**config.mk**
```make
export PLATFORM = sky130hd
export DESIGN_NAME = tog_ctrl
export DESIGN_NICKNAME = d
export VERILOG_FILES = /design/src/sv/tog_pkg.sv /design/src/sv/tog_ctrl.sv
export SDC_FILE = /design/constraint.sdc
export NUM_CORES = 1
export LEC_CHECK = 0
export BUFFER_PORTS_ARGS = -buffer_cell sky130_fd_sc_hd__buf_2
export CAP_MARGIN = 20
export CORE_AREA = 2 2 39 41
export CTS_CLUSTER_SIZE = 25
export DETAILED_ROUTE_END_ITERATION = 12
export DIE_AREA = 0 0 41 43
export PLACE_DENSITY_LB_ADDON = 0.05
export REMOVE_ABC_BUFFERS = 1
export SLEW_MARGIN = 20
export SYNTH_ARGS = -nofsm -noshare
export SYNTH_HDL_FRONTEND = slang
export SYNTH_SLANG_ARGS = --single-unit
```
**constraint.sdc**
```tcl
create_clock -name i_clk -period 2.7 [get_ports i_clk]
set_input_delay 0.54 -clock i_clk [delete_from_list [all_inputs] [get_ports i_clk]]
set_output_delay 0.54 -clock i_clk [all_outputs]
set_load 0.005 [all_outputs]
```
**src/sv/tog_pkg.sv**
```systemverilog
// ----------------------------------------------------------------------------
// Text overlay glyph renderer package
// Shared constants, codes and the controller/datapath interface types.
// ----------------------------------------------------------------------------
`timescale 1ns / 1ps

package tog_pkg;

    localparam int GLYPH_WIDTH  = 8;
    localparam int GLYPH_HEIGHT = 16;
    localparam int GLYPH_COUNT  = 256;
    localparam int MARGIN       = 16;

    localparam int MEM_DEPTH  = 4096;
    localparam int ADDR_W     = 12;
    localparam int POS_W      = 14;
    localparam int POS_MAX    = 16383;
    localparam int COL_W      = 11;
    localparam int ROW_W      = $clog2(GLYPH_HEIGHT);
    localparam int LEN_W      = 4;
    localparam int LEVEL_W    = 16;
    localparam int CODE_W     = 8;
    localparam int BYTE_W     = 8;
    localparam int CMD_W      = 2;
    localparam int CFG_IDX_W  = 3;
    localparam int CFG_DATA_W = 14;
    localparam int DIM_W      = 14;
    localparam int BITS_W     = 5;
    localparam int SHIFT_W    = 2;
    localparam int DEPTH_SH_W = 4;
    localparam int CALC_W     = 16;

    localparam logic [CMD_W-1:0] CMD_LOAD  = 2'd0;
    localparam logic [CMD_W-1:0] CMD_START = 2'd1;
    localparam logic [CMD_W-1:0] CMD_CHAR  = 2'd2;

    localparam logic [CFG_IDX_W-1:0] CFG_FRAME_WIDTH  = 3'd0;
    localparam logic [CFG_IDX_W-1:0] CFG_FRAME_HEIGHT = 3'd1;
    localparam logic [CFG_IDX_W-1:0] CFG_SAMPLE_BITS  = 3'd2;
    localparam logic [CFG_IDX_W-1:0] CFG_RGB_MODE     = 3'd3;
    localparam logic [CFG_IDX_W-1:0] CFG_CHROMA_SX    = 3'd4;
    localparam logic [CFG_IDX_W-1:0] CFG_CHROMA_SY    = 3'd5;

    localparam logic [CODE_W-1:0] CHAR_CR         = 8'h0D;
    localparam logic [CODE_W-1:0] CHAR_LF         = 8'h0A;
    localparam logic [CODE_W-1:0] CHAR_UNDERSCORE = 8'h5F;
    localparam int                FIRST_PRINTABLE = 32;

    localparam int INK_BASE   = 235;
    localparam int PAPER_BASE = 16;
    localparam int FILL_BASE  = 128;
    localparam int MIN_BITS   = 8;
    localparam int MAX_BITS   = 16;
    localparam int MAX_SHIFT  = 2;

    localparam logic [DIM_W-1:0]   RST_FRAME_WIDTH  = 14'd1920;
    localparam logic [DIM_W-1:0]   RST_FRAME_HEIGHT = 14'd1080;
    localparam logic [BITS_W-1:0]  RST_SAMPLE_BITS  = 5'd8;
    localparam logic [SHIFT_W-1:0] RST_CHROMA_SHIFT = 2'd1;

    typedef struct packed {
        logic mem_wr;
        logic restart;
        logic newline;
        logic capture;
        logic layout;
        logic stop;
        logic begin_rows;
        logic emit_luma;
        logic emit_chroma;
        logic last;
        logic advance_col;
    } t_dp_cmd;

    typedef struct packed {
        logic stopped;
        logic is_cr;
        logic is_lf;
        logic stop_now;
        logic slot_free;
        logic luma_last;
        logic chroma_last;
        logic rgb;
    } t_dp_status;

endpackage

```
**src/sv/tog_ctrl.sv**
```systemverilog
// ----------------------------------------------------------------------------
// Text overlay controller
// Sequences command decode, layout, the bottom test and row emission.
// ----------------------------------------------------------------------------
`timescale 1ns / 1ps

module tog_ctrl
    import tog_pkg::*;
(
    input  logic             i_clk,
    input  logic             i_rst_n,
    input  logic             i_in_valid,
    input  logic [CMD_W-1:0] i_command,
    input  t_dp_status       i_status,
    output t_dp_cmd          o_cmd,
    output logic             o_in_ready
);

    typedef enum logic [2:0] {
        S_IDLE,
        S_LAYOUT,
        S_CHECK,
        S_LUMA,
        S_CHROMA
    } t_state;

    t_state  r_state;
    t_state  n_state;
    logic    r_in_ready;
    t_dp_cmd n_cmd;

    always_comb begin
        n_state = r_state;
        n_cmd   = '0;
        unique case (r_state)
            S_IDLE: begin
                if (i_in_valid) begin
                    case (i_command)
                        CMD_LOAD:  n_cmd.mem_wr  = 1'b1;
                        CMD_START: n_cmd.restart = 1'b1;
                        CMD_CHAR: begin
                            if (!i_status.stopped) begin
                                if (i_status.is_lf) begin
                                    n_cmd.newline = 1'b1;
                                end else if (!i_status.is_cr) begin
                                    n_cmd.capture = 1'b1;
                                    n_state       = S_LAYOUT;
                                end
                            end
                        end
                        default: ;
                    endcase
                end
            end
            S_LAYOUT: begin
                n_cmd.layout = 1'b1;
                n_state      = S_CHECK;
            end
            S_CHECK: begin
                if (i_status.stop_now) begin
                    n_cmd.stop = 1'b1;
                    n_state    = S_IDLE;
                end else begin
                    n_cmd.begin_rows = 1'b1;
                    n_state          = S_LUMA;
                end
            end
            S_LUMA: begin
                if (i_status.slot_free) begin
                    n_cmd.emit_luma = 1'b1;
                    if (i_status.luma_last) begin
                        if (i_status.rgb) begin
                            n_cmd.last        = 1'b1;
                            n_cmd.advance_col = 1'b1;
                            n_state           = S_IDLE;
                        end else begin
                            n_state = S_CHROMA;
                        end
                    end
                end
            end
            S_CHROMA: begin
                if (i_status.slot_free) begin
                    n_cmd.emit_chroma = 1'b1;
                    if (i_status.chroma_last) begin
                        n_cmd.last        = 1'b1;
                        n_cmd.advance_col = 1'b1;
                        n_state           = S_IDLE;
                    end
                end
            end
            default: n_state = S_IDLE;
        endcase
    end

    always_ff @(posedge i_clk) begin
        if (!i_rst_n) begin
            r_state    <= S_IDLE;
            r_in_ready <= 1'b1;
        end else begin
            r_state    <= n_state;
            r_in_ready <= (n_state == S_IDLE);
        end
    end

    assign o_cmd      = (i_in_valid && r_in_ready) || (r_state != S_IDLE) ? n_cmd : '0;
    assign o_in_ready = r_in_ready;

endmodule

```
### After elaboration in Yosys (flattened, before gate mapping)

Cells that the tools add are included.
Widths: inputs -> output; s select.

* equality and inequality tests: 6
* multiplexer cells: 35
* reduce and logical (&&, ||, !) cells: 6

Operator list (count)
* $mux 3: 11
* $mux 2: 8
* $pmux 3 s5: 1
* $mux 1: 11
* $mux 11: 1
* $mux 4: 2
* $eq 3x2->1 const B: 2
* $logic_not 3->1: 2
* $pmux 2 s2: 1
* $eq 3x1->1 const B: 1
* $eq 3x3->1 const B: 1
* $reduce_bool 3->1: 1
* $eq 2x1->1 const B: 1
* $eq 2x2->1 const B: 1
* $logic_not 2->1: 1
* $logic_and 1x1->1: 1
* $logic_or 1x1->1: 1

* flip-flop bits (word level): 4
* input bits: 13
* output and inout port bits: 12
* word-level logic and storage cells: 49

### Longest topological paths before layout

* depth in word-level cells: 7
* gate-level depth with buffers: 4
* gate-level depth less buffers: 3

### Least setup slack after synthesis

OpenSTA, ideal clock, no wires.

* path type: input to output
* from: in i_status[3] (netlist bit)
* to: out o_cmd[1] (netlist bit)
* arrival: 1.132 ns
* required time: 2.160 ns
* setup slack: 1.028 ns
* cell stages on the path: 3
* buffers on the path: 1
* cell sequence: and4b_4 a32o_1 buf_4

RTL lines
* from (decl): line tog_ctrl.sv:14 `input t_dp_status i_status,`
* to (decl): line tog_ctrl.sv:15 `output t_dp_cmd o_cmd,`

==> results_dict.tcl <==
set metrics [dict create \
    worst-r2r-cell-count 3 \
    grt_pass1_vias 338 \
    critPathRequiredTime_ns 2.16 \
    drv_cap 0 \
    rsz0062_at_grt "no" \
    die_x_um 41 \
    floorplan.initialDensity_pct 20.0 \
    power_switching_share_pct 22.0 \
    synth_edf_count 0 \
    fill_cells 156 \
    cts_root_buf "clkbuf_4" \
    dpl_cell_area_um2 409 \
    grt_overflow_total 0 \
    crit_buf_inv 1 \
    crit_path_end_kind "output port" \
    p_clk_share_pct 47.6 \
    cts-resized-gates 0 \
    clk_latency_ns 0.23 \
    place.port_buffers 24 \
    synth-seq-cells 4 \
    final.min_clock_period_ns 1.94 \
    final_cell_area_um2 432 \
    peakVddDrop_uv 162 \
    syn_avg_cell_area_um2 7.28 \
    clock_sinks 4 \
    syn_to_final_growth_pct 56.1 \
    hold_class "primary input to flop" \
    max_stage_delay_ns 0.38 \
    netlist_instances 38 \
    startpoint_type "flop" \
    fin_nets 79 \
    crit_family "simple AND/OR/NAND/NOR gates" \
    wl_per_cell_um 9.43 \
    fin_crit_sh_pct 71.7 \
    internal-power_w 0.000120 \
    ys.flop_type "dfxtp_1" \
    worst_pin_slew_ns 0.348 \
    numCtsBuffers 3 \
    yosysUniqueCellTypes 17 \
    vias_per_cell 4.36 \
    cp_max_fo 8 \
    p_total_w 0.000154 \
    globalplace.congestion 0.599 \
    antenna_found_initial 0 \
    cts_tree "built" \
    fin_tns_setup_ns 0 \
    synth_common_cells "7 x nand2_1, 6 x nor2_1, 4 x dfxtp_1" \
    ys_warn_count 0 \
    coreArea_um2 1380 \
    cts_setup_buffers 0 \
    hold_viol 0 \
    combPwrFrac_pct 13.3 \
    htreeDepth 1 \
    path_clk_slew_ns 0.04 \
    setup_viol 0 \
    drv_slew 0 \
    worstReg2RegEnd "o_in_ready" \
    ys_top_cells_by_area "dfxtp_1 29%, nand2_1 9.5%, nor2_1 8.1%, nor3_1 5.4%, nor3b_1 5.4%" \
    layout-drive-gt1-share_pct 45.3 \
    synth_area_um2 277 \
    grt_pass1_wl_um 1320 \
    drt_wl_total_um 754 \
    hold_start "i_rst_n" \
    cp_num_cells 4 \
    clock_path_buffers 2 \
    ios 25 \
    synth.largest_area_cell "dfxtp_1" \
    status "completed" \
    rows 14 \
    dp_hpwl_um 616 \
    multi_input_area_um2 181 \
    r2r-start "r_state[0]" \
    arrival_ns 1.40 \
    grt_usage_pct 11.0 \
    path_cells "nor4b_2 -> nand2_1 -> nor3b_1 -> buf_2" \
    cp-endpoint "o_cmd[9]" \
    antenna_cells 0 \
    crit_start "r_state[0]" \
    r2r_slack_ns 1.45 \
    ant_nets 0 \
    switchingPower_w 0.0000339 \
    yosysTopAreaCellShare_pct 29.0 \
    die-area_um2 1760 \
    ctsHoldBuffers 0 \
    ys_seq_area_share_pct 29.0 \
    fin_skew_ns 0.00312 \
    fmax_mhz 517 \
    cellPowerDensity_nw_per_um2 357 \
    max-slew-margin-rel_pct 76.8 \
    seq_power_share_pct 39.1 \
    die_h_um 43 \
    first_pass_iters 3 \
    drt_iter0_markers 3 \
    yosys.cell_count.top_type "nand2_1" \
    seqCellArea_um2 80.1 \
    async_flop_share_pct 0 \
    criticalPathCategory "flop to output port" \
    worst_path_max_delay_cell "dfxtp_1" \
    vias 349 \
    leakagePower_nw 0.223 \
    grt_max_degree 9 \
    drc_errors 0 \
]
cell usage in the layout, fill, tap and decap left out, types with 2 or more instances in the layout:
cell	n
dfxtp_1	4
nor2_1	6
buf_2	24
nand3_1	2
nand2_1	7
nor3_1	3
a21oi_1	2
clkbuf_4	3
nand2b_1	2
nor3b_1	2
inv_1	2
sequential cells by signal, summed over array words and instances, names as in the netlist:
register	cells
r_state	3
o_in_ready	1
worst min-delay path by stage:
| stage | to | slack [ns] | cells past startpoint |
|---|---|---|---|
| final | r_state[2] | 0.62 | 3 |
| after global placement | r_state[1] | 0.65 | 2 |
| after global routing | r_state[0] | 0.65 | 3 |
| after floorplan | r_state[1] | 0.55 | 2 |
| after detailed placement | r_state[1] | 0.64 | 2 |
| after CTS | r_state[1] | 0.61 | 3 |
logic make-up (layout without fill, tap and decap cells):
logic type	Yosys count	after routing	share of synthesized area [%]
buf+inv	3	29	5.43
compound gates	6	6	15.8
simple gates	25	25	49.8
flops	4	4	29.0
power groups by stage:
stage / sequential (W) / clock (W) / combinational [W]
3_5_place_dp: 0.0000612 / 0 / 0.0000208
6_report: 0.0000603 / 0.0000734 / 0.0000206
5_1_grt: 0.0000603 / 0.0000802 / 0.0000240
3_3_place_gp: 0.0000613 / 0 / 0.0000213
4_1_cts: 0.0000603 / 0.0000786 / 0.0000209
2_1_floorplan: 0.0000611 / 0 / 0.00000759
stage by stage:
stage	hold WS, ns	util (%)	worst slack, ns	std cells
2_1_floorplan	0.555	-	1.07	37
3_3_place_gp	0.654	29.6	0.833	77
3_5_place_dp	0.635	29.6	0.873	77
6_report	0.620	31.2	0.764	80
4_1_cts	0.614	31.2	0.733	80
5_1_grt	0.650	31.2	0.571	80
metal layers:
layer / vias up / track usage (%) / wire (um)
met2: 8 / 14.1 / 367
met3: 0 / 1.57 / 53
met1: 153 / 15.1 / 333
met4: 0 / 10.0 / 0
met5: - / 0 / 0
li1: 188 / - / -
worst reg2reg max path, stage by stage, from the launching register on:
cell and delay (ns):
dfxtp_1 0.47, and4b_4 0.29, a32oi_1 0.13, a41o_1 0.25
layout make-up:
class                      instances  area share (%)
multi-input combinational         31            42.0
timing repair buffer              24            27.8
sequential                         4            18.6
clock buffer                       3            5.22
tap                               16            4.64
inverter                           2            1.74
No activity file was read; power rests on OpenSTA's default activity.
